==> config.mk <==
export PLATFORM = sky130hd
export DESIGN_NAME = cau_div_step
export DESIGN_NICKNAME = d
export VERILOG_FILES = /design/src/hdl/complex_arith_unit_macros.svh /design/src/hdl/cau_pkg.sv /design/src/hdl/cau_div_step.sv
export SDC_FILE = /design/constraint.sdc
export NUM_CORES = 1
export LEC_CHECK = 0
export BUFFER_PORTS_ARGS = -buffer_cell sky130_fd_sc_hd__buf_4
export CAP_MARGIN = 20
export CORE_AREA = 5 5 305 307
export CTS_CLUSTER_SIZE = 8
export DETAILED_ROUTE_END_ITERATION = 16
export DIE_AREA = 0 0 310 312
export PLACE_DENSITY = 0.48
export SLEW_MARGIN = 5
export SYNTH_ARGS = -nofsm -noshare
export SYNTH_HDL_FRONTEND = slang
export SYNTH_SLANG_ARGS = --single-unit
==> constraint.sdc <==
create_clock -name clock -period 3.1 [get_ports clock]
set_input_delay 0.31 -clock clock [delete_from_list [all_inputs] [get_ports clock]]
set_output_delay 0.31 -clock clock [all_outputs]
set_load 0.01 [all_outputs]
==> src/hdl/complex_arith_unit_macros.svh <==
// Assertion macros for the complex arithmetic unit.
`ifndef COMPLEX_ARITH_UNIT_MACROS_SVH
`define COMPLEX_ARITH_UNIT_MACROS_SVH
`ifndef SYNTHESIS
// The consequent must hold in the same cycle as the antecedent.
`define CAU_ASSERT_IMPLY(lbl, clk, rst, ante, cons) \
   lbl: assert property (@(posedge clk) disable iff (rst) (ante) |-> (cons)) \
      else $error("assertion failed");
// The consequent must hold in the cycle after the antecedent.
`define CAU_ASSERT_NEXT(lbl, clk, rst, ante, cons) \
   lbl: assert property (@(posedge clk) disable iff (rst) (ante) |=> (cons)) \
      else $error("assertion failed");
`else
`define CAU_ASSERT_IMPLY(lbl, clk, rst, ante, cons)
`define CAU_ASSERT_NEXT(lbl, clk, rst, ante, cons)
`endif
`endif

==> src/hdl/cau_pkg.sv <==
// Types, constants and the saturation function of the complex arithmetic unit.
package cau_pkg;
   localparam int DW       = 32;
   localparam int DivSteps = DW + 1;
   localparam logic [2*DW:0] Lim = (2*DW+1)'(1) << (DW - 1);

   typedef enum logic [1:0] {ACT_ADD, ACT_SUB, ACT_MUL, ACT_DIV} action_type;

   typedef struct packed {
      action_type           action;
      logic signed [DW-1:0] a_re;
      logic signed [DW-1:0] a_im;
      logic signed [DW-1:0] b_re;
      logic signed [DW-1:0] b_im;
   } req_type;

   typedef struct packed {
      logic signed [DW-1:0] res_re;
      logic signed [DW-1:0] res_im;
      logic                 overflow;
      logic                 div_zero;
   } rsp_type;

   // Combined sums and divisor leaving the multiplier front end.
   typedef struct packed {
      action_type             action;
      logic signed [2*DW:0]   re_s;
      logic signed [2*DW:0]   im_s;
      logic [2*DW-1:0]        den;
      logic signed [DW:0]     as_re;
      logic signed [DW:0]     as_im;
   } front_type;

   // Long division state, both parts share the divisor.
   typedef struct packed {
      logic [2*DW-1:0] rem_re;
      logic [2*DW-1:0] rem_im;
      logic [DW:0]     num_re;
      logic [DW:0]     num_im;
      logic [DW:0]     q_re;
      logic [DW:0]     q_im;
      logic [2*DW-1:0] den;
   } dv_type;

   // Control and finished results carried alongside the divider.
   typedef struct packed {
      logic    is_div;
      logic    div_zero;
      logic    neg_re;
      logic    neg_im;
      logic    big_re;
      logic    big_im;
      rsp_type res;
   } side_type;

   typedef struct packed {
      logic                 ovf;
      logic signed [DW-1:0] val;
   } sat_type;

   // Applies the sign to a magnitude and clamps it to the output range.
   function automatic sat_type saturate(input logic neg, input logic [2*DW:0] mag);
      sat_type r;
      r.ovf = 1'b0;
      if (neg) begin
         if (mag > Lim) begin
            r.ovf = 1'b1;
            r.val = {1'b1, {(DW-1){1'b0}}};
         end else begin
            r.val = -$signed(mag[DW-1:0]);
         end
      end else begin
         if (mag >= Lim) begin
            r.ovf = 1'b1;
            r.val = {1'b0, {(DW-1){1'b1}}};
         end else begin
            r.val = $signed(mag[DW-1:0]);
         end
      end
      return r;
   endfunction
endpackage

==> src/hdl/cau_div_step.sv <==
// One restoring long-division step for both result parts.
module cau_div_step import cau_pkg::*; (
   input  logic     clock,
   input  logic     reset,
   input  logic     en,
   input  logic     in_valid,
   input  side_type in_side,
   input  dv_type   in_dv,
   output logic     out_valid,
   output side_type out_side,
   output dv_type   out_dv
);
   logic     valid_ff;
   side_type side_ff;
   dv_type   dv_ff, dv_in;
   logic [2*DW:0] tr_re, tr_im;

   // Bring down the next numerator bit and subtract where the divisor fits.
   always_comb begin
      tr_re = {in_dv.rem_re, in_dv.num_re[DW]};
      tr_im = {in_dv.rem_im, in_dv.num_im[DW]};
      dv_in = in_dv;
      dv_in.num_re = {in_dv.num_re[DW-1:0], 1'b0};
      dv_in.num_im = {in_dv.num_im[DW-1:0], 1'b0};
      if (tr_re >= {1'b0, in_dv.den}) begin
         dv_in.rem_re = (2*DW)'(tr_re - {1'b0, in_dv.den});
         dv_in.q_re   = {in_dv.q_re[DW-1:0], 1'b1};
      end else begin
         dv_in.rem_re = tr_re[2*DW-1:0];
         dv_in.q_re   = {in_dv.q_re[DW-1:0], 1'b0};
      end
      if (tr_im >= {1'b0, in_dv.den}) begin
         dv_in.rem_im = (2*DW)'(tr_im - {1'b0, in_dv.den});
         dv_in.q_im   = {in_dv.q_im[DW-1:0], 1'b1};
      end else begin
         dv_in.rem_im = tr_im[2*DW-1:0];
         dv_in.q_im   = {in_dv.q_im[DW-1:0], 1'b0};
      end
   end

   always_ff @(posedge clock) begin
      if (reset) begin
         valid_ff <= 1'b0;
      end else if (en) begin
         valid_ff <= in_valid;
      end
   end

   always_ff @(posedge clock) begin
      if (en) begin
         side_ff <= in_side;
         dv_ff   <= dv_in;
      end
   end

   assign out_valid = valid_ff;
   assign out_side  = side_ff;
   assign out_dv    = dv_ff;
endmodule

==> impl_results.md <==
* Final-report max-slew violation count at 0
* Syn avg cell area at 11.4 sq um
* Number of buffers created by CTS at 58
* Proportion of synthesized chip area in sequential cells at 0.567
* Largest fanout on the critical path at 8
* Maximum number of pins on one net before global-route repair at 78
* Result of the run: finished clean
* HPWL after detailed placement at 91000 um
* Number of instances in the synthesized netlist at 1838
* Part of the total power dissipated in combinational logic at 0.304
* GRT Resource Usage Total at 0.218
* Fill count at 8626
* CP Launch Type: input pin
* Layout cells sized above 1 at 0.428
* Clock latency on the worst-skew pair at 0.63 ns
* Worst VDD drop at 0.000394 V
* Count of flip-flops with a built-in enable after synthesis at 394
* Final hold violations at 0
* Clock Power Share at 0.325
* P_sw at 0.00548 W
* Final setup skew at 0 ns
* Area of the mapped netlist at 20900 sq um
* Final weighted congestion of routability-driven global placement at 0.897
* Horiz. Die Dim at 310 um
* Power density relative to cell area at 487 nW/um^2
* Leakage power at 16.9 nW
* Maximum achievable frequency at 327 MHz
* Post-route non-filler standard cell count at 4686
* Area used by multi-input combinational logic at 8900 sq um
* Critical path type: in2reg
* Commonest cells in the synthesized netlist: sky130_fd_sc_hd__edfxtp_1, sky130_fd_sc_hd__a21oi_1, sky130_fd_sc_hd__nor2_1
* Post-route core utilization at 0.421
* Clock transition at the registers of the reported paths at 0.05 ns
* Kind of end point of the critical path: register
* Post-detailed-route wirelength per cell at 24.1 um
* Commonest register cell after synthesis: sky130_fd_sc_hd__edfxtp_1
* Library cells used by synthesis at 73
* Cell internal power dissipation at 0.0129 W
* Portion of synthesized cell area occupied by the leading cell type at 0.566
* RSZ-0062 raised after global routing: true
* Worst-margin pin slew at 0.658 ns
* Data arrival at the endpoint of the critical path at 3.45 ns
* Switching Fraction at 0.298
* Final Setup Violations at 0
* Share of power burned in registers at 0.371
* Floorplan Core Area at 89700 sq um
* Number of buffers between clock root and the deepest sink at 3
* Die Footprint at 96700 sq um
* Post-detailed-route DRC marker count at 0
* Floorplan die height at 312 um
* Path type of the worst min-delay path: in2reg
* Overflow left after global routing at 0
* Violation count after the first detailed-routing iteration at 1409
* Final sum of negative setup slack at 0 ns
* Total Wirelength at 113000 um
* Layout overhead on the synthesized area at 80.8%
* Worst endpoint required time at 3.49 ns
* Total number of vias at 21500
* Number of nets with antenna violations after routing at 0
* Dominant cells by area after synthesis: sky130_fd_sc_hd__edfxtp_1, sky130_fd_sc_hd__ha_1, sky130_fd_sc_hd__a21oi_1
* Ys async rst share at 0
* Period minus WS final at 3.06 ns
* Vias per cell at 4.59
* Number of buffer cells added on primary ports at 792
* Most common cell in the netlist: sky130_fd_sc_hd__edfxtp_1
* Number of rows in the core area at 110
* I/O pin cnt at 797
* Sequential cell area at 11900 sq um
* Root buffer cell: sky130_fd_sc_hd__clkbuf_16
* Count of warnings emitted by yosys at 0
* Drt pass-1 iters at 5
* Deepest level of the CTS H-tree at 2
* Starting density of the core at 0.233
* Clock tree from TritonCTS: yes
* First-pass GRT wire length at 156000 um
* Layout net count at 4013
* Worst max-slew margin expressed relative to the limit at 0.558
* Fin crit share at 0.987
* Number of global-route vias before repair at 22600
* Library cell with the largest summed area after synthesis: sky130_fd_sc_hd__edfxtp_1
* Maximum Capacitance Violations at 0
* TritonCTS Sinks at 395
* Initial antenna violation count at 15
* Number of placed instances with taps included at 4252
* Number of storage elements in the synthesis netlist at 395
sequential cells by signal, indices dropped and copies added (netlist names):
name       cells
out_dv       322
out_side      72
out_valid      1
power by group through the flow:
stage                     Combinational [W]  Clock, W  Sequential, W
after floorplan                     0.00170         0        0.00714
after global placement              0.00505         0        0.00692
after detailed placement            0.00507         0        0.00691
after CTS                           0.00550   0.00620        0.00683
after global routing                0.00597   0.00641        0.00686
final                               0.00558   0.00598        0.00682
layout by cell type (no fill, tap or decap), drive strengths merged, types with 12 or more instances in the layout:
master       netlist  final
buf               24   1321
edfxtp           394    394
dlygate4sd3        0    338
a21oi            238    238
nor2             160    160
nand2            128    128
ha               128    128
o21ai            107    107
inv               90     90
a21o              83     83
clkbuf            54     79
xnor2             59     59
xor2              56     56
nand4             33     33
nand3             22     22
a31oi             21     21
o21bai            18     18
and3              17     17
nand2b            16     16
nor3              15     15
o21a              15     15
a21boi            13     13
and2              12     12
routing by layer:
layer | GRT usage | vias to the layer above | share of wire
met4 | 0.0818 | 16 | 0.046
met5 | 0 | - | 0.00087
met1 | 0.253 | 10500 | 0.39
li1 | - | 10100 | -
met3 | 0.0481 | 165 | 0.062
met2 | 0.394 | 721 | 0.50
through the flow:
| step | area [sq um] | worst slack, ns | total power (W) | hold slack [ns] |
|---|---|---|---|---|
| floorplan | 21200 | -0.0684 | 0.00884 | 0.382 |
| global placement | 32200 | -1.01 | 0.0120 | 0.471 |
| detailed placement | 32200 | -1.04 | 0.0120 | 0.478 |
| CTS | 37300 | 0.0121 | 0.0185 | 0.000552 |
| global route | 37800 | -0.0460 | 0.0192 | 0.0258 |
| finish | 37800 | 0.0392 | 0.0184 | 0.0532 |
worst paths after layout:
kind,start,end,slack [ns],depth (start not counted)
setup reg to reg,out_valid$_SDFFE_PP0P_,out_valid$_SDFFE_PP0P_,1.95,3
setup / recovery,in_dv[48],out_dv[310]$_DFFE_PP_,0.04,16
hold / removal,in_dv[236],out_dv[237]$_DFFE_PP_,0.05,3
hold reg to reg,out_valid$_SDFFE_PP0P_,out_valid$_SDFFE_PP0P_,1.08,3
logic make-up after synthesis:
| family | Yosys count | synth area share |
|---|---|---|
| DFF | 395 | 0.567 |
| xor gates and xnor gates | 115 | 0.0482 |
| and+or+nand+nor | 453 | 0.101 |
| muxes | 13 | 0.00671 |
| buffers and inverters | 168 | 0.0341 |
| adders and majority gates | 130 | 0.0786 |
| other | 1 | 0.000180 |
| AOI/OAI and AO/OA | 563 | 0.164 |
layout make-up:
type	instances	share of cell area
antenna	6	0.000398
clock buffer	76	0.0418
clock inverter	5	0.00182
inverter	90	0.00957
multi-input combinational	1276	0.236
sequential	395	0.314
tap	1176	0.0390
timing repair buffer	1662	0.358
what timing repair did:
action | CTS | global route
setup buffers | 1 | 5
cloned | 0 | 3
gates resized for setup | 19 | 79
hold buffers | 338 | 0
endpoints found under the hold margin | 337 | 0
pin swaps | 7 | 30
endpoints found under the setup margin | 45 | 122
critical path, cell delays in order:
cell	delay, ns
sky130_fd_sc_hd__dlygate4sd3_1	0.53
sky130_fd_sc_hd__buf_4	0.13
sky130_fd_sc_hd__clkinvlp_4	0.13
sky130_fd_sc_hd__ha_4	0.26
sky130_fd_sc_hd__buf_4	0.14
sky130_fd_sc_hd__o2111a_1	0.14
sky130_fd_sc_hd__or4_4	0.45
sky130_fd_sc_hd__a211oi_4	0.28
sky130_fd_sc_hd__a211oi_2	0.13
sky130_fd_sc_hd__nor3_4	0.29
sky130_fd_sc_hd__inv_2	0.09
sky130_fd_sc_hd__buf_12	0.15
sky130_fd_sc_hd__buf_4	0.15
sky130_fd_sc_hd__buf_12	0.12
sky130_fd_sc_hd__nor2_1	0.07
sky130_fd_sc_hd__a21oi_1	0.05
Power figures use the tool's default switching activity.
