--- config.mk ---
export PLATFORM = sky130hd
export DESIGN_NAME = cau_back
export DESIGN_NICKNAME = d
export VERILOG_FILES = /design/src/hdl/complex_arith_unit_macros.svh /design/src/hdl/cau_pkg.sv /design/src/hdl/cau_back.sv
export SDC_FILE = /design/constraint.sdc
export NUM_CORES = 1
export LEC_CHECK = 0
export BUFFER_PORTS_ARGS = -buffer_cell sky130_fd_sc_hd__buf_2
export CAP_MARGIN = 10
export CORE_AREA = 2 2 183 185
export DETAILED_ROUTE_END_ITERATION = 6
export DIE_AREA = 0 0 185 187
export HOLD_SLACK_MARGIN = 0.02
export PLACE_DENSITY = 0.5
export REMOVE_ABC_BUFFERS = 1
export SETUP_SLACK_MARGIN = 0.1
export SLEW_MARGIN = 20
export SYNTH_ARGS = -nofsm -noshare
export SYNTH_HDL_FRONTEND = slang
export SYNTH_SLANG_ARGS = --single-unit
--- constraint.sdc ---
create_clock -name clock -period 5.5 [get_ports clock]
set_input_delay 0.825 -clock clock [delete_from_list [all_inputs] [get_ports clock]]
set_output_delay 0.825 -clock clock [all_outputs]
set_load 0.01 [all_outputs]
--- src/hdl/complex_arith_unit_macros.svh ---
// Assertion macros for the complex arithmetic unit.
`ifndef COMPLEX_ARITH_UNIT_MACROS_SVH
`define COMPLEX_ARITH_UNIT_MACROS_SVH
`ifndef SYNTHESIS
// The consequent must hold in the same cycle as the antecedent.
`define CAU_ASSERT_IMPLY(lbl, clk, rst, ante, cons) \
   lbl: assert property (@(posedge clk) disable iff (rst) (ante) |-> (cons)) \
      else $error("assertion failed");
// The consequent must hold in the cycle after the antecedent.
`define CAU_ASSERT_NEXT(lbl, clk, rst, ante, cons) \
   lbl: assert property (@(posedge clk) disable iff (rst) (ante) |=> (cons)) \
      else $error("assertion failed");
`else
`define CAU_ASSERT_IMPLY(lbl, clk, rst, ante, cons)
`define CAU_ASSERT_NEXT(lbl, clk, rst, ante, cons)
`endif
`endif

--- src/hdl/cau_pkg.sv ---
// Types, constants and the saturation function of the complex arithmetic unit.
package cau_pkg;
   localparam int DW       = 32;
   localparam int DivSteps = DW + 1;
   localparam logic [2*DW:0] Lim = (2*DW+1)'(1) << (DW - 1);

   typedef enum logic [1:0] {ACT_ADD, ACT_SUB, ACT_MUL, ACT_DIV} action_type;

   typedef struct packed {
      action_type           action;
      logic signed [DW-1:0] a_re;
      logic signed [DW-1:0] a_im;
      logic signed [DW-1:0] b_re;
      logic signed [DW-1:0] b_im;
   } req_type;

   typedef struct packed {
      logic signed [DW-1:0] res_re;
      logic signed [DW-1:0] res_im;
      logic                 overflow;
      logic                 div_zero;
   } rsp_type;

   // Combined sums and divisor leaving the multiplier front end.
   typedef struct packed {
      action_type             action;
      logic signed [2*DW:0]   re_s;
      logic signed [2*DW:0]   im_s;
      logic [2*DW-1:0]        den;
      logic signed [DW:0]     as_re;
      logic signed [DW:0]     as_im;
   } front_type;

   // Long division state, both parts share the divisor.
   typedef struct packed {
      logic [2*DW-1:0] rem_re;
      logic [2*DW-1:0] rem_im;
      logic [DW:0]     num_re;
      logic [DW:0]     num_im;
      logic [DW:0]     q_re;
      logic [DW:0]     q_im;
      logic [2*DW-1:0] den;
   } dv_type;

   // Control and finished results carried alongside the divider.
   typedef struct packed {
      logic    is_div;
      logic    div_zero;
      logic    neg_re;
      logic    neg_im;
      logic    big_re;
      logic    big_im;
      rsp_type res;
   } side_type;

   typedef struct packed {
      logic                 ovf;
      logic signed [DW-1:0] val;
   } sat_type;

   // Applies the sign to a magnitude and clamps it to the output range.
   function automatic sat_type saturate(input logic neg, input logic [2*DW:0] mag);
      sat_type r;
      r.ovf = 1'b0;
      if (neg) begin
         if (mag > Lim) begin
            r.ovf = 1'b1;
            r.val = {1'b1, {(DW-1){1'b0}}};
         end else begin
            r.val = -$signed(mag[DW-1:0]);
         end
      end else begin
         if (mag >= Lim) begin
            r.ovf = 1'b1;
            r.val = {1'b0, {(DW-1){1'b1}}};
         end else begin
            r.val = $signed(mag[DW-1:0]);
         end
      end
      return r;
   endfunction
endpackage

--- src/hdl/cau_back.sv ---
// Final rounding of the quotients and the output register.
module cau_back import cau_pkg::*; (
   input  logic     clock,
   input  logic     reset,
   input  logic     en,
   input  logic     in_valid,
   input  side_type in_side,
   input  dv_type   in_dv,
   output logic     out_valid,
   output rsp_type  out_item
);
   logic        valid_ff;
   rsp_type     rsp_ff, rsp_in;
   logic [DW:0] rq_re, rq_im;
   sat_type     sat_re, sat_im;

   // The quotient holds one extra bit; round half away from zero, then clamp.
   // The increment is one bit wider so that an all-ones quotient cannot wrap.
   always_comb begin
      rq_re  = (DW+1)'(({1'b0, in_dv.q_re} + (DW+2)'(1)) >> 1);
      rq_im  = (DW+1)'(({1'b0, in_dv.q_im} + (DW+2)'(1)) >> 1);
      sat_re = saturate(in_side.neg_re,
                        in_side.big_re ? {(2*DW+1){1'b1}} : (2*DW+1)'(rq_re));
      sat_im = saturate(in_side.neg_im,
                        in_side.big_im ? {(2*DW+1){1'b1}} : (2*DW+1)'(rq_im));
      if (!in_side.is_div) begin
         rsp_in = in_side.res;
      end else if (in_side.div_zero) begin
         rsp_in = '0;
         rsp_in.div_zero = 1'b1;
      end else begin
         rsp_in.res_re   = sat_re.val;
         rsp_in.res_im   = sat_im.val;
         rsp_in.overflow = sat_re.ovf | sat_im.ovf;
         rsp_in.div_zero = 1'b0;
      end
   end

   always_ff @(posedge clock) begin
      if (reset) begin
         valid_ff <= 1'b0;
      end else if (en) begin
         valid_ff <= in_valid;
      end
   end

   always_ff @(posedge clock) begin
      if (en) begin
         rsp_ff <= rsp_in;
      end
   end

   assign out_valid = valid_ff;
   assign out_item  = rsp_ff;
endmodule

==> metrics.txt, run 1 <==
vias between 8000 and 9000; CP Data Arrival Time 4.47 ns; grt ovf 0; final setup fails 0; synth top area cells edfxtp_1 (27%), xnor2_1 (5.1%), a21oi_1 (4.3%), o2bb2ai_1 (4.3%), nand3_1 (4.1%); synthesized area 7380 µm²; status finished, final reports clean; slowest stage delay, CP 0.59 ns; Peak Freq 0.228 GHz; number of enable flip-flop cells after synthesis 66; Rows 67; top-area cell type share of the netlist area 26.8%; Detailed Route WL 29300 µm; RR Startpoint out_valid; vias in the first global route 7694; clock slew at reported path FFs 0.08 ns; cell taking the most area after synthesis edfxtp_1; Placer Congestion 0.882; #FFs+latches synth 67; period utilisation layout about four fifths; dpl cells between 1500 and 2000; core area around 33000 µm²; Final Instance Count excl. Fillers roughly 1600; Worst Path Buf+Inv 3; Post-DP Area 8940 µm²; 1st-pass router iterations 7; RSZ-0062 raised after global routing no; Port Buf Inserts 208; Top Usage Layer GRT met2; Async SR Flop Fraction 0%; H-tree Lvls 3; Via-to-Cell Ratio 5.26; CTS Root Cell clkbuf_16; global-route wire length before repair 44700 µm; Req. time, crit path 5.59 ns; clk_skew 0 ns; max cap viols 0; CP top delay family simple AND/OR/NAND/NOR gates; CTS Buf Count 9; Hold Path Class reg -> reg; Post-Place Worst Slack ~0.71 ns; die area around 35000 µm²; Avg Inst Size Synth 7.84 µm²; area growth from synthesis to layout 25.6%; hpwl dp 22700 µm; TritonCTS clock tree done; reg2reg path depth 2; reg-to-reg endpoint out_valid; die span in y 187 µm; Gate power share about a quarter; Post-CTS Resized 0; Worst slew margin 34.2%; clk sink count 67; global routing usage on met3 2.98%; Hold EP out_valid; Final Hold Fails 0; Worst setup EP type flop; Longest Clk Path Bufs 2; WS Path Type in -> reg; Critical Path Start Type input pin; grt met2 use 26.7%; final total negative setup slack 0 ns; Worst VDD drop 0.131 mV; IO Pins 467; Antenna Diode Count 0; Slew Limit Fails 0; fin nets 1527; CP max-delay cell or4_1; Setup Buffers After CTS 0; clock share of power 38.4%; total leakage power ~3.3 nW; Net Sw Power between 0.0005 and 0.0006 W; switch share 32.9%; share of cells above drive strength 1 around 25%; Initial Util 22.5%; Die W 185 µm; R2R setup slack 4.91 ns; synth warn 0; register area share after synthesis 27.1%; sequential fraction of design power 35.1%; crit path time final 4.38 ns; cell breakdown of the critical path buf_2 -> ha_1 -> nand2_1 -> buf_4 -> or4_1 -> nor3_1 -> xor2_1 -> nand3b_1 -> nor3_1 -> a21oi_2 -> buf_4 -> a21oi_1 -> a22o_1; GRT Util Overall 16.5%; initial antenna violation count 0; Synth Instances 942; hold path cells 2; Clk Latency, worst-skew pair between 0.3 and 0.4 ns; # hold bufs at CTS 0; Yosys cell types 72; wire per inst ~19 µm; crit path max fanout 19; met1 GRT Util 22.4%; power density over cell area 192 nW/µm²; First DRT Iteration DRCs between 600 and 700; Setup WS post-layout 1.12 ns; Top FF cell, synth edfxtp_1; fill cell count 3641; worst-margin pin slew 0.987 ns; HP Start out_valid; DRC 0; pin count of the biggest net entering global routing just under 70; Design Area, Final just over 9000 µm²; cell internal pwr roughly 0.0012 W; ANT nets after route 0
cells by family after synthesis:
group                    Yosys count  synth area share, %
AND/OR/NAND/NOR                  445                 32.7
XOR/XNOR                          69                 8.18
buffers and inverters             88                 4.81
flip-flops                        67                 27.1
multiplexers                      21                 3.02
adder cells (fa/ha/maj)            4                0.678
AO/OA/AOI/OAI                    248                 23.6
layout by cell type, fill, tap and decap left out, types with 5 or more instances in the layout:
| cell type | count |
|---|---|
| buf_2 | 207 |
| nand2_1 | 75 |
| nor2_1 | 70 |
| edfxtp_1 | 66 |
| a21oi_1 | 63 |
| nand3_1 | 61 |
| nor3_1 | 61 |
| xnor2_1 | 43 |
| o2bb2ai_1 | 36 |
| nand4_1 | 33 |
| nor4_1 | 33 |
| o21ai_0 | 32 |
| buf_4 | 32 |
| xor2_1 | 26 |
| inv_1 | 18 |
| and3_1 | 18 |
| or3_1 | 15 |
| a22o_1 | 15 |
| nor2b_1 | 13 |
| and4_1 | 12 |
| or4_1 | 12 |
| mux2i_1 | 11 |
| o31ai_1 | 10 |
| mux2_2 | 10 |
| a31oi_1 | 9 |
| clkbuf_16 | 9 |
| a21o_1 | 8 |
| o31a_1 | 8 |
| nor3b_1 | 8 |
| a211oi_1 | 7 |
| or2_2 | 6 |
| o22ai_1 | 6 |
| o32ai_1 | 6 |
| o211ai_1 | 5 |
| a211o_1 | 5 |
| nand3b_1 | 5 |
registers in the layout (all words and copies together) (netlist names):
name       cells
out_item      66
out_valid      1
Yosys cell counts, types with 11 or more instances:
library cell  count
edfxtp_1         66
a21oi_1          64
or4_1            12
clkbuf_1         48
or3_1            15
nand3_1          61
and4_1           12
nor2_1           70
xor2_1           26
o2bb2ai_1        36
xnor2_1          43
mux2i_1          11
nand2_1          75
o21ai_0          32
a22o_1           15
nor2b_1          13
inv_1            18
nor4_1           33
nand4_1          33
and3_1           18
buf_2            14
nor3_1           61
metal layers:
metal,share of wire (%),vias to the layer above
met4,1.9,0
met5,0,-
li1,-,4019
met2,46,312
met1,46,3931
met3,6.8,30
worst max-delay path by stage:
| stage | cells past startpoint | start | to |
|---|---|---|---|
| after floorplan | 9 | in_dv[97] | out_item[62] |
| after detailed placement | 13 | in_dv[97] | out_item[64] |
| after global placement | 13 | in_dv[97] | out_item[60] |
| final | 13 | in_dv[97] | out_item[52] |
| after CTS | 13 | in_dv[97] | out_item[64] |
| after global routing | 13 | in_dv[97] | out_item[64] |
power groups by stage:
| stage | Sequential, W | Combinational (W) | Clock, W |
|---|---|---|---|
| after floorplan | 0.000665 | 0.000194 | 0 |
| final | 0.000627 | 0.000473 | 0.000684 |
| after detailed placement | 0.000638 | 0.000469 | 0 |
| after global routing | 0.000631 | 0.000517 | 0.000726 |
| after CTS | 0.000627 | 0.000472 | 0.000709 |
| after global placement | 0.000637 | 0.000468 | 0 |
tightest hold or removal path: cells and delay by family (launching register included):
family | cells | cell delay, ns
and+or+nand+nor | 1 | 0.08
DFF | 1 | 0.33
muxes | 1 | 0.06
stage by stage:
stage | utilization [%] | hold slack [ns] | power, W
2_1_floorplan | - | 0.528 | 0.000859
3_3_place_gp | 27.2 | 0.469 | 0.00111
3_5_place_dp | 27.2 | 0.486 | 0.00111
4_1_cts | 28.2 | 0.504 | 0.00181
5_1_grt | 28.2 | 0.531 | 0.00187
6_report | 28.2 | 0.503 | 0.00178
cell type report:
type	instances	area [µm²]	share of cell area, %
multi-input cells	787	5030	54.2
clock buffers	9	225	2.43
flip-flops and latches	67	2000	21.6
well taps	448	561	6.04
repair buffers	239	1280	13.8
inverters	19	71.3	0.769
clock inverters	7	108	1.16
Power figures use the tool's default switching activity.
==> run 2, diff against run 1 <==
--- a/config.mk
+++ b/config.mk
@@ -7,11 +7,11 @@
 export LEC_CHECK = 0
 export BUFFER_PORTS_ARGS = -buffer_cell sky130_fd_sc_hd__buf_2
 export CAP_MARGIN = 10
-export CORE_AREA = 2 2 183 185
+export CORE_AREA = 2 2 181 183
 export DETAILED_ROUTE_END_ITERATION = 6
-export DIE_AREA = 0 0 185 187
+export DIE_AREA = 0 0 183 185
 export HOLD_SLACK_MARGIN = 0.02
-export PLACE_DENSITY = 0.5
+export PLACE_DENSITY = 0.53
 export REMOVE_ABC_BUFFERS = 1
 export SETUP_SLACK_MARGIN = 0.1
 export SLEW_MARGIN = 20
==> constraint.sdc (replaced) <==
create_clock -name clock -period 3.8 [get_ports clock]
set_input_delay 0.57 -clock clock [delete_from_list [all_inputs] [get_ports clock]]
set_output_delay 0.57 -clock clock [all_outputs]
set_load 0.01 [all_outputs]
==> metrics.txt, run 2 (same netlist as run 1, synthesis figures left out) <==
clk sink count 67 (unchanged); First DRT Iteration DRCs 616 (was 680); share of cells above drive strength 1 34.3% (was 25.2%); clk_skew 0 ns (unchanged); Longest Clk Path Bufs 2 (unchanged); crit path time final 3.53 ns; CP Data Arrival Time 3.67 ns (was 4.47 ns); Port Buf Inserts 208 (unchanged); most frequent cells in the layout buf_2 (207), buf_4 (175), nand2_1 (75) (was buf_2 (207), nand2_1 (75), nor2_1 (70)); Clk Latency, worst-skew pair 0.34 ns (was 0.36 ns); Design Area, Final 10400 µm² (was 9270 µm²); Initial Util 23.0% (was 22.5%); worst-margin pin slew 0.983 ns (was 0.987 ns); Rows 66 (was 67); die span in y 185 µm (was 187 µm); final core utilization 32.3% (was 28.2%); period utilisation layout 92.9%; reg2reg path depth 2 (unchanged); grt met2 use 28.3% (was 26.7%); Via-to-Cell Ratio 5.26 (about the same); RR Startpoint out_valid (unchanged); vias 8843 (was 8292); global routing usage on met3 5.60% (was 2.98%); Post-DP Area 10000 µm² (was 8940 µm²); clock slew at reported path FFs 0.06 ns (was 0.08 ns); Placer Congestion 0.923 (was 0.882); hpwl dp 25200 µm (was 22700 µm); Hold EP out_valid (unchanged); wire per inst 18.7 µm (was 18.6 µm); final total negative setup slack 0 ns (unchanged); TritonCTS clock tree done (unchanged); Die W 183 µm (was 185 µm); fill cell count 3486 (was 3641); Top Usage Layer GRT met2 (unchanged); 1st-pass router iterations 5 (was 7); hold path cells 2 (unchanged); fin nets 1673 (was 1527); Req. time, crit path 3.94 ns (was 5.59 ns); grt ovf 0 (unchanged); core area 32000 µm² (was 32900 µm²); Final Instance Count excl. Fillers 1682 (was 1576); CTS Buf Count 9 (unchanged); IO Pins 467 (unchanged); HP Start reset (was out_valid); Worst setup EP type flop (unchanged); Worst VDD drop 0.161 mV (was 0.131 mV); die area 33900 µm² (was 34600 µm²); leading cell type in the layout, fill and taps excluded buf_2 (unchanged); Critical Path Start Type input pin (unchanged); dpl cells 1666 (was 1560); area growth from synthesis to layout 40.2% (was 25.6%); total leakage power 4.03 nW (was 3.32 nW); met1 GRT Util 23.9% (was 22.4%); global-route wire length before repair 47000 µm (was 44700 µm); Detailed Route WL 31500 µm (was 29300 µm); initial antenna violation count 1 (was 0); Antenna Diode Count 0 (unchanged); R2R setup slack 3.21 ns (was 4.91 ns); vias in the first global route 8132 (was 7694); power density over cell area 241 nW/µm² (was 192 nW/µm²); GRT Util Overall 18.0% (was 16.5%); CTS Root Cell clkbuf_16 (unchanged); WS Path Type in -> reg (unchanged); final setup fails 0 (unchanged); Final Hold Fails 0 (unchanged); H-tree Lvls 3 (unchanged); pin count of the biggest net entering global routing 68 (unchanged); Hold Path Class in -> reg (was reg -> reg); status finished, final reports clean (unchanged); max cap viols 0 (unchanged); Worst slew margin 34.5% (was 34.2%); RSZ-0062 raised after global routing yes (was no); max reg flops 66 (unchanged); ANT nets after route 0 (unchanged); DRC 0 (unchanged); Peak Freq 0.283 GHz; reg-to-reg endpoint out_valid (unchanged); crit path max fanout 11 (was 19); Slew Limit Fails 0 (unchanged)
run 2: cell types whose count changed in the layout (fill, tap and decap cells not counted), sizes merged:
cell,before,now
buf,239,385
inv,23,19
clkbuf,9,13
bufinv,2,0
clkinv,0,3
clkinvlp,1,0
run 2: repair_timing:
action / CTS / global route
setup buffers: 0 / 0
hold buffers: 0 / 0
endpoints found under the setup margin: 1 / 17
pin swaps: 0 / 2
resized for setup: 1 / 10
run 2: stage by stage:
step / hold slack, ns / power (W) / setup WS [ns]
detailed placement: 0.490 / 0.00169 / -0.264
CTS: 0.357 / 0.00253 / 0.155
floorplan: 0.528 / 0.00124 / -0.408
finish: 0.376 / 0.00249 / 0.269
global route: 0.367 / 0.00263 / 0.0988
global placement: 0.478 / 0.00169 / -0.251
run 2: cell type report:
type	instances	area, µm²	share of cell area [%]
Clock buffer	13	260	2.51
Tap cell	408	510	4.93
Sequential cell	67	2000	19.3
Timing Repair Buffer	385	2410	23.3
Inverter	19	71.3	0.689
Clock inverter	3	15.0	0.145
Multi-Input combinational cell	787	5080	49.1
run 2: power breakdown:
group	internal, W	leakage [nW]	switching (W)
Combinational	0.000315	3.24	0.000460
Clock	0.000475	0.139	0.000330
Sequential	0.000893	0.647	0.0000184
Total	0.00168	4.03	0.000808
run 2: how the worst max path moves through the flow:
stage,startpoint,end,slack [ns],cells past startpoint
2_1_floorplan,in_dv[97],out_item[62],-0.41,9
3_3_place_gp,in_dv[97],out_item[60],-0.25,15
3_5_place_dp,in_dv[97],out_item[60],-0.26,15
4_1_cts,in_dv[97],out_item[60],0.15,15
5_1_grt,in_dv[98],out_item[49],0.1,16
6_report,in_dv[97],out_item[37],0.27,12
run 2: worst max-delay path, cell delays in order:
cell	delay [ns]
buf_2	0.10
buf_4	0.12
nand3_1	0.10
or4_1	0.59
o31a_1	0.36
nor4_2	0.37
buf_4	0.18
o211ai_1	0.19
nor3_1	0.41
a21oi_4	0.18
buf_12	0.18
o32ai_1	0.32
run 2: per-layer routing:
layer  wire length [µm]  up-vias
met5                 11        -
met3               3110       28
met4                467        2
met2              13800      310
met1              14100     4196
li1                   -     4307
