===== src/hdl/complex_arith_unit_macros.svh =====
// Assertion macros for the complex arithmetic unit.
`ifndef COMPLEX_ARITH_UNIT_MACROS_SVH
`define COMPLEX_ARITH_UNIT_MACROS_SVH
`ifndef SYNTHESIS
// The consequent must hold in the same cycle as the antecedent.
`define CAU_ASSERT_IMPLY(lbl, clk, rst, ante, cons) \
   lbl: assert property (@(posedge clk) disable iff (rst) (ante) |-> (cons)) \
      else $error("assertion failed");
// The consequent must hold in the cycle after the antecedent.
`define CAU_ASSERT_NEXT(lbl, clk, rst, ante, cons) \
   lbl: assert property (@(posedge clk) disable iff (rst) (ante) |=> (cons)) \
      else $error("assertion failed");
`else
`define CAU_ASSERT_IMPLY(lbl, clk, rst, ante, cons)
`define CAU_ASSERT_NEXT(lbl, clk, rst, ante, cons)
`endif
`endif


===== src/hdl/cau_pkg.sv =====
// Types, constants and the saturation function of the complex arithmetic unit.
package cau_pkg;
   localparam int DW       = 32;
   localparam int DivSteps = DW + 1;
   localparam logic [2*DW:0] Lim = (2*DW+1)'(1) << (DW - 1);

   typedef enum logic [1:0] {ACT_ADD, ACT_SUB, ACT_MUL, ACT_DIV} action_type;

   typedef struct packed {
      action_type           action;
      logic signed [DW-1:0] a_re;
      logic signed [DW-1:0] a_im;
      logic signed [DW-1:0] b_re;
      logic signed [DW-1:0] b_im;
   } req_type;

   typedef struct packed {
      logic signed [DW-1:0] res_re;
      logic signed [DW-1:0] res_im;
      logic                 overflow;
      logic                 div_zero;
   } rsp_type;

   // Combined sums and divisor leaving the multiplier front end.
   typedef struct packed {
      action_type             action;
      logic signed [2*DW:0]   re_s;
      logic signed [2*DW:0]   im_s;
      logic [2*DW-1:0]        den;
      logic signed [DW:0]     as_re;
      logic signed [DW:0]     as_im;
   } front_type;

   // Long division state, both parts share the divisor.
   typedef struct packed {
      logic [2*DW-1:0] rem_re;
      logic [2*DW-1:0] rem_im;
      logic [DW:0]     num_re;
      logic [DW:0]     num_im;
      logic [DW:0]     q_re;
      logic [DW:0]     q_im;
      logic [2*DW-1:0] den;
   } dv_type;

   // Control and finished results carried alongside the divider.
   typedef struct packed {
      logic    is_div;
      logic    div_zero;
      logic    neg_re;
      logic    neg_im;
      logic    big_re;
      logic    big_im;
      rsp_type res;
   } side_type;

   typedef struct packed {
      logic                 ovf;
      logic signed [DW-1:0] val;
   } sat_type;

   // Applies the sign to a magnitude and clamps it to the output range.
   function automatic sat_type saturate(input logic neg, input logic [2*DW:0] mag);
      sat_type r;
      r.ovf = 1'b0;
      if (neg) begin
         if (mag > Lim) begin
            r.ovf = 1'b1;
            r.val = {1'b1, {(DW-1){1'b0}}};
         end else begin
            r.val = -$signed(mag[DW-1:0]);
         end
      end else begin
         if (mag >= Lim) begin
            r.ovf = 1'b1;
            r.val = {1'b0, {(DW-1){1'b1}}};
         end else begin
            r.val = $signed(mag[DW-1:0]);
         end
      end
      return r;
   endfunction
endpackage


===== src/hdl/cau_prep.sv =====
// Magnitudes, rounding and saturation of non-divide results, divider set-up.
module cau_prep import cau_pkg::*; #(
   parameter int FRAC_BITS = 16
) (
   input  logic      clock,
   input  logic      reset,
   input  logic      en,
   input  logic      in_valid,
   input  front_type in_item,
   output logic      out_valid,
   output side_type  out_side,
   output dv_type    out_dv
);
   localparam int NW  = 2*DW + FRAC_BITS + 1;
   localparam int HiW = NW - DW - 1;
   localparam logic [2*DW:0] Half = ((2*DW+1)'(1) << FRAC_BITS) >> 1;

   logic               s3_valid_ff;
   action_type         s3_act_ff;
   logic               neg_re_ff, neg_im_ff, neg_re_in, neg_im_in;
   logic [2*DW-1:0]    mag_re_ff, mag_im_ff, mag_re_in, mag_im_in;
   logic [2*DW-1:0]    den_ff;
   logic signed [DW:0] as_re_ff, as_im_ff;
   logic               s4_valid_ff;
   side_type           side_ff, side_in;
   dv_type             dv_ff, dv_in;

   logic [NW-1:0]   num_re, num_im;
   logic [HiW-1:0]  hi_re, hi_im;
   logic [2*DW:0]   rnd_re, rnd_im;
   logic [DW:0]     asm_re, asm_im;
   logic            asn_re, asn_im;
   sat_type         sat_re, sat_im;

   // Third stage: sign and magnitude of both sums.
   always_comb begin
      neg_re_in = in_item.re_s[2*DW];
      neg_im_in = in_item.im_s[2*DW];
      mag_re_in = neg_re_in ? (2*DW)'(-in_item.re_s) : (2*DW)'(in_item.re_s);
      mag_im_in = neg_im_in ? (2*DW)'(-in_item.im_s) : (2*DW)'(in_item.im_s);
   end

   // Fourth stage: finish add, subtract and multiply; load the divider.
   always_comb begin
      asn_re = as_re_ff[DW];
      asn_im = as_im_ff[DW];
      asm_re = asn_re ? $unsigned(-as_re_ff) : $unsigned(as_re_ff);
      asm_im = asn_im ? $unsigned(-as_im_ff) : $unsigned(as_im_ff);
      rnd_re = ({1'b0, mag_re_ff} + Half) >> FRAC_BITS;
      rnd_im = ({1'b0, mag_im_ff} + Half) >> FRAC_BITS;
      if (s3_act_ff == ACT_MUL) begin
         sat_re = saturate(neg_re_ff, rnd_re);
         sat_im = saturate(neg_im_ff, rnd_im);
      end else begin
         sat_re = saturate(asn_re, (2*DW+1)'(asm_re));
         sat_im = saturate(asn_im, (2*DW+1)'(asm_im));
      end

      // The numerator carries one extra fractional bit for rounding.
      num_re = {mag_re_ff, (FRAC_BITS+1)'(0)};
      num_im = {mag_im_ff, (FRAC_BITS+1)'(0)};
      hi_re  = num_re[NW-1:DW+1];
      hi_im  = num_im[NW-1:DW+1];

      side_in.is_div       = (s3_act_ff == ACT_DIV);
      side_in.div_zero     = (den_ff == '0);
      side_in.neg_re       = neg_re_ff;
      side_in.neg_im       = neg_im_ff;
      side_in.big_re       = ((2*DW)'(hi_re) >= den_ff);
      side_in.big_im       = ((2*DW)'(hi_im) >= den_ff);
      side_in.res.res_re   = sat_re.val;
      side_in.res.res_im   = sat_im.val;
      side_in.res.overflow = sat_re.ovf | sat_im.ovf;
      side_in.res.div_zero = 1'b0;

      dv_in.rem_re = (2*DW)'(hi_re);
      dv_in.rem_im = (2*DW)'(hi_im);
      dv_in.num_re = num_re[DW:0];
      dv_in.num_im = num_im[DW:0];
      dv_in.q_re   = '0;
      dv_in.q_im   = '0;
      dv_in.den    = den_ff;
   end

   always_ff @(posedge clock) begin
      if (reset) begin
         s3_valid_ff <= 1'b0;
         s4_valid_ff <= 1'b0;
      end else if (en) begin
         s3_valid_ff <= in_valid;
         s4_valid_ff <= s3_valid_ff;
      end
   end

   always_ff @(posedge clock) begin
      if (en) begin
         s3_act_ff <= in_item.action;
         neg_re_ff <= neg_re_in;
         neg_im_ff <= neg_im_in;
         mag_re_ff <= mag_re_in;
         mag_im_ff <= mag_im_in;
         den_ff    <= in_item.den;
         as_re_ff  <= in_item.as_re;
         as_im_ff  <= in_item.as_im;
         side_ff   <= side_in;
         dv_ff     <= dv_in;
      end
   end

   assign out_valid = s4_valid_ff;
   assign out_side  = side_ff;
   assign out_dv    = dv_ff;
endmodule


===== config.mk =====
export PLATFORM = sky130hd
export DESIGN_NAME = cau_prep
export DESIGN_NICKNAME = d
export VERILOG_FILES = /design/src/hdl/complex_arith_unit_macros.svh /design/src/hdl/cau_pkg.sv /design/src/hdl/cau_prep.sv
export SDC_FILE = /design/constraint.sdc
export NUM_CORES = 1
export LEC_CHECK = 0
export ABC_CLOCK_PERIOD_IN_PS = 4600
export BUFFER_PORTS_ARGS = -buffer_cell sky130_fd_sc_hd__buf_2
export CAP_MARGIN = 20
export CELL_PAD_IN_SITES_DETAIL_PLACEMENT = 0
export CELL_PAD_IN_SITES_GLOBAL_PLACEMENT = 1
export CORE_ASPECT_RATIO = 1.1
export CORE_MARGIN = 1.5
export CORE_UTILIZATION = 44
export DETAILED_ROUTE_END_ITERATION = 8
export PLACE_DENSITY_LB_ADDON = 0.1
export SYNTH_ARGS = -nofsm -noshare
export SYNTH_HDL_FRONTEND = slang
export SYNTH_SLANG_ARGS = --single-unit

===== constraint.sdc =====
create_clock -name clock -period 4.6 [get_ports clock]
set_input_delay 0.46 -clock clock [delete_from_list [all_inputs] [get_ports clock]]
set_output_delay 0.46 -clock clock [all_outputs]
set_load 0.05 [all_outputs]

==> results.cfg, run 1 <==
[floorplan]
placementRows = 103
die_h_um = 286
start_util_pct = 44.5
io_pins = 663
core_area_mm2 = 0.0719
dieArea_mm2 = 0.0744
die_w_um = 260

[global_route]
grt_usage_pct = 28.2
grt_pass1_wl_mm = 160
antenna_found_initial = 11
grt_pass1_vias = 26000
overflow = 0
grt_max_degree = 110

[worst_setup_path]
required_ns = 5.10
cp_max_fo = 10
timing.rr.start = as_re_ff[0]
crit_slowest_cell = or4b_1
max_stage_delay_ns = 0.55
critical_path_arrival_ns = 4.77
endpoint_kind = flop
path_class = reg -> reg
start_kind = flop
worstPathCellList = inv_1, ha_1, or4b_1, o41ai_1, xor2_1, nand4b_1, nand4b_2, nor4_4, a31o_1, nor2_1, nor3_1, o32a_1
rr_endpoint = out_side[36]
ff2ff_setup_slack_ns = 0.33
rr_worst_depth = 12

[sta]
setup_viol = 0
tightest_slew_ns = 0.945
post-route-min-period_ns = 4.27
fmax_mhz = 234
max_slew_margin_pct = 37.0
timing.setup.tns_ns = 0
finalHoldViolations = 0
rsz0062_at_grt = false
drv_slew = 0
clock_skew_ns = 0.0141
period_share_pct = 92.8

[final_layout]
final_cells = 4766
nets = 4135
final_util_pct = 55.1
nFillCells = 6408
layout-drive-gt1-share_pct = 23.0
area_growth_pct = 23.8

[clock_tree]
ctsRootBufferMaster = clkbuf_16
cts_made_buffers = 59
clk_latency_ns = 0.64
cts.sinks = 527
clk_pin_slew_ns = 0.06
cts_htree_levels = 2
clock_path_buffers = 3
cts_tree = done
cts_resized = 0

[routing]
wl_per_cell_um = 22.9
drt_wl_total_mm = 109
drtIter0Drc = 2647
avgViaCountPerCell = 5.67
drc_errors = 0
drtAntennaViolNets = 0
first_pass_iters = 6
vias = 27000

[synthesis]
synth.avg_cell_area_um2 = 10.6
yosys-top-cells-count = 525 x edfxtp_1, 227 x xnor2_1, 187 x nor2_1
synth_top_area_share_pct = 49.2
yosysMostFrequentCell = edfxtp_1
synthTopCellsByArea = edfxtp_1 49%, xnor2_1 6.2%, ha_1 4.1%
synthArstFlopShare_pct = 0
synthCells = 3010
ys_seq_area_share_pct = 49.4
ys.warnings.count = 0
yosys.cell_types.count = 100
synth_edf_count = 525
yosysTopAreaCell = edfxtp_1
syn_area_mm2 = 0.0320
postSynth.topFlopCell = edfxtp_1
ys_ff_latch = 527

[placed_design]
place.gp.congestion = 0.900
io_buffers = 529
dp_hpwl_mm = 82.2
dpl.cell_count = 4519

[hold_path]
holdPathStages = 1
hold_path_class = in -> reg
min_to = as_im_ff[14]
min_from = in_item[14]

[outcome]
outcome = finished clean

[power]
p_per_area_mw_per_mm2 = 374
power_mw = 14.8
ir_drop_v = 0.000350
leakagePower_nw = 15.1

[flow_run]
drv_cap = 0
## metrics by stage
step           cell area (µm²)  hold slack (ns)  setup slack, ns
3_3_place_gp             36200            0.402            0.216
3_5_place_dp             36200            0.405            0.223
5_1_grt                  39600          0.00324           0.0726
2_1_floorplan            32500            0.400            0.618
6_report                 39600           0.0224            0.332
4_1_cts                  39600          0.00205            0.371
## sequential cells by signal, summed over array words and instances, names as in the netlist
name and count:
out_dv 192, out_side 71, den_ff 64, mag_im_ff 64, mag_re_ff 64, as_im_ff 33, as_re_ff 33, s3_act_ff 2
neg_im_ff 1, neg_re_ff 1, out_valid 1, s3_valid_ff 1
## cell families (layout without fill, tap and decap cells)
group / Yosys count / after routing / share of synthesized area (%)
compound gates: 658 / 658 / 13.6
flops: 527 / 527 / 49.4
other cells: 1 / 142 / 0.0117
fa+ha+maj: 106 / 106 / 4.14
simple gates: 1008 / 1008 / 17.3
mux: 43 / 43 / 1.38
xor+xnor: 302 / 302 / 8.26
buf+inv: 365 / 1035 / 5.96
## power by group
part | internal (mW) | leakage, nW | switching, mW | total, mW
registers | 5.84 | 5.15 | 0.440 | 6.28
logic | 1.07 | 8.96 | 2.36 | 3.43
clock network | 3.03 | 1.01 | 2.08 | 5.11
total | 9.94 | 15.1 | 4.88 | 14.8
## worst max-delay path by stage
stage	start	endpoint	slack, ns	depth (start not counted)
floorplan	as_re_ff[0]	out_side[62]	0.62	16
global placement	in_item[138]	mag_im_ff[53]	0.22	11
detailed placement	in_item[138]	mag_im_ff[53]	0.22	11
CTS	as_re_ff[1]	out_side[45]	0.37	12
global route	as_re_ff[0]	out_side[45]	0.07	13
finish	as_re_ff[0]	out_side[36]	0.33	12
## critical path, delay by kind of cell, from the launching register on
kind,cells,cell delay (ns)
and+or+nand+nor,6,1.91
AOI/OAI and AO/OA,3,1.02
DFF,1,0.50
adders and majority gates,1,0.28
xor gates and xnor gates,1,0.28
buffers and inverters,1,0.14
## layout by cell type, fill, tap and decap left out, drive strengths merged, types with 42 or more instances in the layout
master and count:
xnor2 227, or4 43, clkbuf 71, nand2 186, ha 106, nand4 77
buf 700, nor4 65, a21oi 162, conb 133, edfxtp 525, o31ai 60
o21ai 162, nor2 190, nand3 109, xor2 75, dlygate4sd3 126, or3 43
nor3 85, inv 100, a21o 42
## timing repair
action / in CTS / in global routing
buffers inserted: 0 / 0
hold buffers: 126 / 0
endpoints found under the hold margin: 127 / 0
## routing by layer
layer	up-vias	track usage (%)	wire, µm	part of all wire (%)
met2	1140	44.9	50300	46
met4	2	8.58	3050	2.8
met3	162	6.06	8920	8.2
met1	13100	38.3	46600	43
met5	-	0	14	0.013
li1	12700	-	-	-
## final cells by class
type	count	area, µm²	share of cell area, %
flip-flops and latches	527	15800	39.9
multi-input cells	2250	14800	37.3
repair buffers	826	5350	13.5
clock buffers	71	1580	3.99
well taps	945	1180	2.98
clock inverters	39	518	1.31
inverters	99	372	0.937
diodes	9	22.5	0.0568
Power figures use the tool's default switching activity.
==> run 2, diff against run 1 <==
--- a/config.mk
+++ b/config.mk
@@ -15,6 +15,7 @@
 export CORE_UTILIZATION = 44
 export DETAILED_ROUTE_END_ITERATION = 8
 export PLACE_DENSITY_LB_ADDON = 0.1
+export REMOVE_ABC_BUFFERS = 1
 export SYNTH_ARGS = -nofsm -noshare
 export SYNTH_HDL_FRONTEND = slang
 export SYNTH_SLANG_ARGS = --single-unit
==> run 2 against run 1 <==
Against the previous run: clock-buffer cell count decreased by 8; hold slack improved by 0.0023 ns; via count decreased by 0.18%; power shrank 1.3%; maximum frequency down 0.35%; die area unchanged; critical endpoint is now out_side[45]; first-iteration DRC count decreased by 8.9%; critical path depth is 1 lower; largest power group unchanged; largest cell class unchanged; routed wire length down 0.84%; core utilization fell by 0.25 points.
==> results.cfg, run 2 (synthesis results as in run 1) <==
[outcome]
outcome = finished clean

[final_layout]
area_growth_pct = 23.2
nFillCells = 6362
final_util_pct = 54.9
seq_area_mm2 = 0.0158
multi_input_area_mm2 = 0.0148
mostFrequentLayoutCells = 528 x buf_2, 525 x edfxtp_1, 227 x xnor2_1
largest_reg_flops = 192
final_common_cell = buf_2
nets = 4125
layout-drive-gt1-share_pct = 22.8
final_cells = 4754

[power]
leakagePower_nw = 15.0
ir_drop_v = 0.000449
seq_power_share_pct = 42.9
p_clk_share_pct = 33.7
p_comb_share_pct = 23.4
switching_share_pct = 33.1
power_mw = 14.6
p_int_mw = 9.79
p_switching_mw = 4.85
p_per_area_mw_per_mm2 = 371

[routing]
drt_wl_total_mm = 108
vias = 27000
first_pass_iters = 6
drtAntennaViolNets = 0
wl_per_cell_um = 22.7
dr_wl_met3_mm = 7.88
drc_errors = 0
met1_length_mm = 46.2
avgViaCountPerCell = 5.68
drtIter0Drc = 2412
top_layer = met5
wl_met2_mm = 50.0

[sta]
period_share_pct = 93.1
clock_skew_ns = 0.0242
post-route-min-period_ns = 4.28
finalHoldViolations = 0
tightest_slew_ns = 0.996
timing.setup.tns_ns = 0
fmax_mhz = 233
setup_viol = 0
max_slew_margin_pct = 33.6
drv_slew = 0
rsz0062_at_grt = false

[global_route]
grt_pass1_wl_mm = 160
antenna_found_initial = 13
grt_max_degree = 113
overflow = 0
grt_usage_pct = 28.0
grt_pass1_vias = 25900

[hold_path]
hold_path_class = in -> reg
min_from = in_item[85]

[clock_tree]
cts_htree_levels = 2
ctsRootBufferMaster = clkbuf_16
cts.sinks = 527
clk_latency_ns = 0.63
clk_pin_slew_ns = 0.06
cts_made_buffers = 60
clock_path_buffers = 3
cts_tree = done

[worst_setup_path]
worstPathCellList = or4_1, or4_1, nor2_2, a211oi_1, o21ai_1, nor4_4, a31oi_1, nor2_4, buf_12, a221oi_1, a31oi_1
rr_endpoint = out_side[45]
crit_family = simple AND/OR/NAND/NOR gates
ff2ff_setup_slack_ns = 0.32
path_depth = 11
required_ns = 4.97
critPathBufInv = 1
critical_path_arrival_ns = 4.65
cp_max_fo = 12
path_class = reg -> reg
endpoint_kind = flop
timing.rr.start = as_re_ff[7]
critPathLaunch = as_re_ff[7]
max_stage_delay_ns = 0.80
crit_end = out_side[45]
rr_worst_depth = 11
crit_slowest_cell = or4_1
start_kind = flop

[floorplan]
io_pins = 663
die_h_um = 286
start_util_pct = 44.5
placementRows = 103
core_area_mm2 = 0.0719
dieArea_mm2 = 0.0744
die_w_um = 260

[placed_design]
dp_hpwl_mm = 82.3
dpl.cell_count = 4511
io_buffers = 529
place.gp.congestion = 0.932

[flow_run]
drv_cap = 0
[run 2: cell types whose count changed in the layout (fill, tap and decap cells not counted), moves of 3 or more]
cell | previous run | this run
inv_6 | 2 | 5
clkbuf_1 | 7 | 2
buf_4 | 159 | 152
clkbuf_8 | 4 | 0
clkinv_1 | 4 | 11
[run 2: stage by stage]
stage          area [µm²]  hold WS, ns  setup WS [ns]
3_3_place_gp        36100        0.401          0.251
5_1_grt             39500      0.00305        0.00317
2_1_floorplan       31000        0.400          0.259
3_5_place_dp        36100        0.406          0.251
6_report            39500       0.0247          0.317
4_1_cts             39400     0.000321          0.230
[run 2: power groups by stage]
stage / registers (mW) / clock network, mW / logic [mW]
after floorplan: 6.95 / 0 / 1.41
after global placement: 6.36 / 0 / 3.26
after detailed placement: 6.36 / 0 / 3.30
after CTS: 6.27 / 5.04 / 3.40
after global routing: 6.31 / 5.22 / 3.67
final: 6.27 / 4.94 / 3.42
[run 2: layout make-up]
cell class / instances / area share (%)
Tap cell: 945 / 3.00
Clock inverter: 48 / 1.26
Sequential cell: 527 / 40.1
Timing Repair Buffer: 815 / 13.3
Clock buffer: 63 / 3.89
Inverter: 99 / 0.942
Antenna cell: 7 / 0.0444
Multi-Input combinational cell: 2250 / 37.5
[run 2: per-layer routing]
layer / track usage [%] / vias to the layer above
li1: - / 12700
met1: 37.9 / 13100
met2: 44.8 / 1061
met3: 5.43 / 192
met4: 10.0 / 10
met5: 0 / -
[run 2: worst reg2reg max path: stages (launching register included)]
cell      delay [ns]
edfxtp_1        0.51
or4_1           0.64
or4_1           0.80
nor2_2          0.29
a211oi_1        0.09
o21ai_1         0.48
nor4_4          0.14
a31oi_1         0.39
nor2_4          0.07
buf_12          0.16
a221oi_1        0.38
a31oi_1         0.08
[run 2: worst min path at each step]
stage | endpoint | slack (ns) | cells after the start
2_1_floorplan | out_dv[147] | 0.40 | 0
5_1_grt | den_ff[19] | 0.003 | 1
4_1_cts | den_ff[19] | 0.0003 | 1
3_5_place_dp | out_dv[186] | 0.41 | 0
3_3_place_gp | out_dv[158] | 0.40 | 0
6_report | den_ff[19] | 0.02 | 1
[run 2: repair_timing]
item,CTS,global route
hold buffers,124,0
endpoints found under the setup margin,0,13
endpoints found under the hold margin,125,0
buffers inserted,0,0
resized for setup,0,2
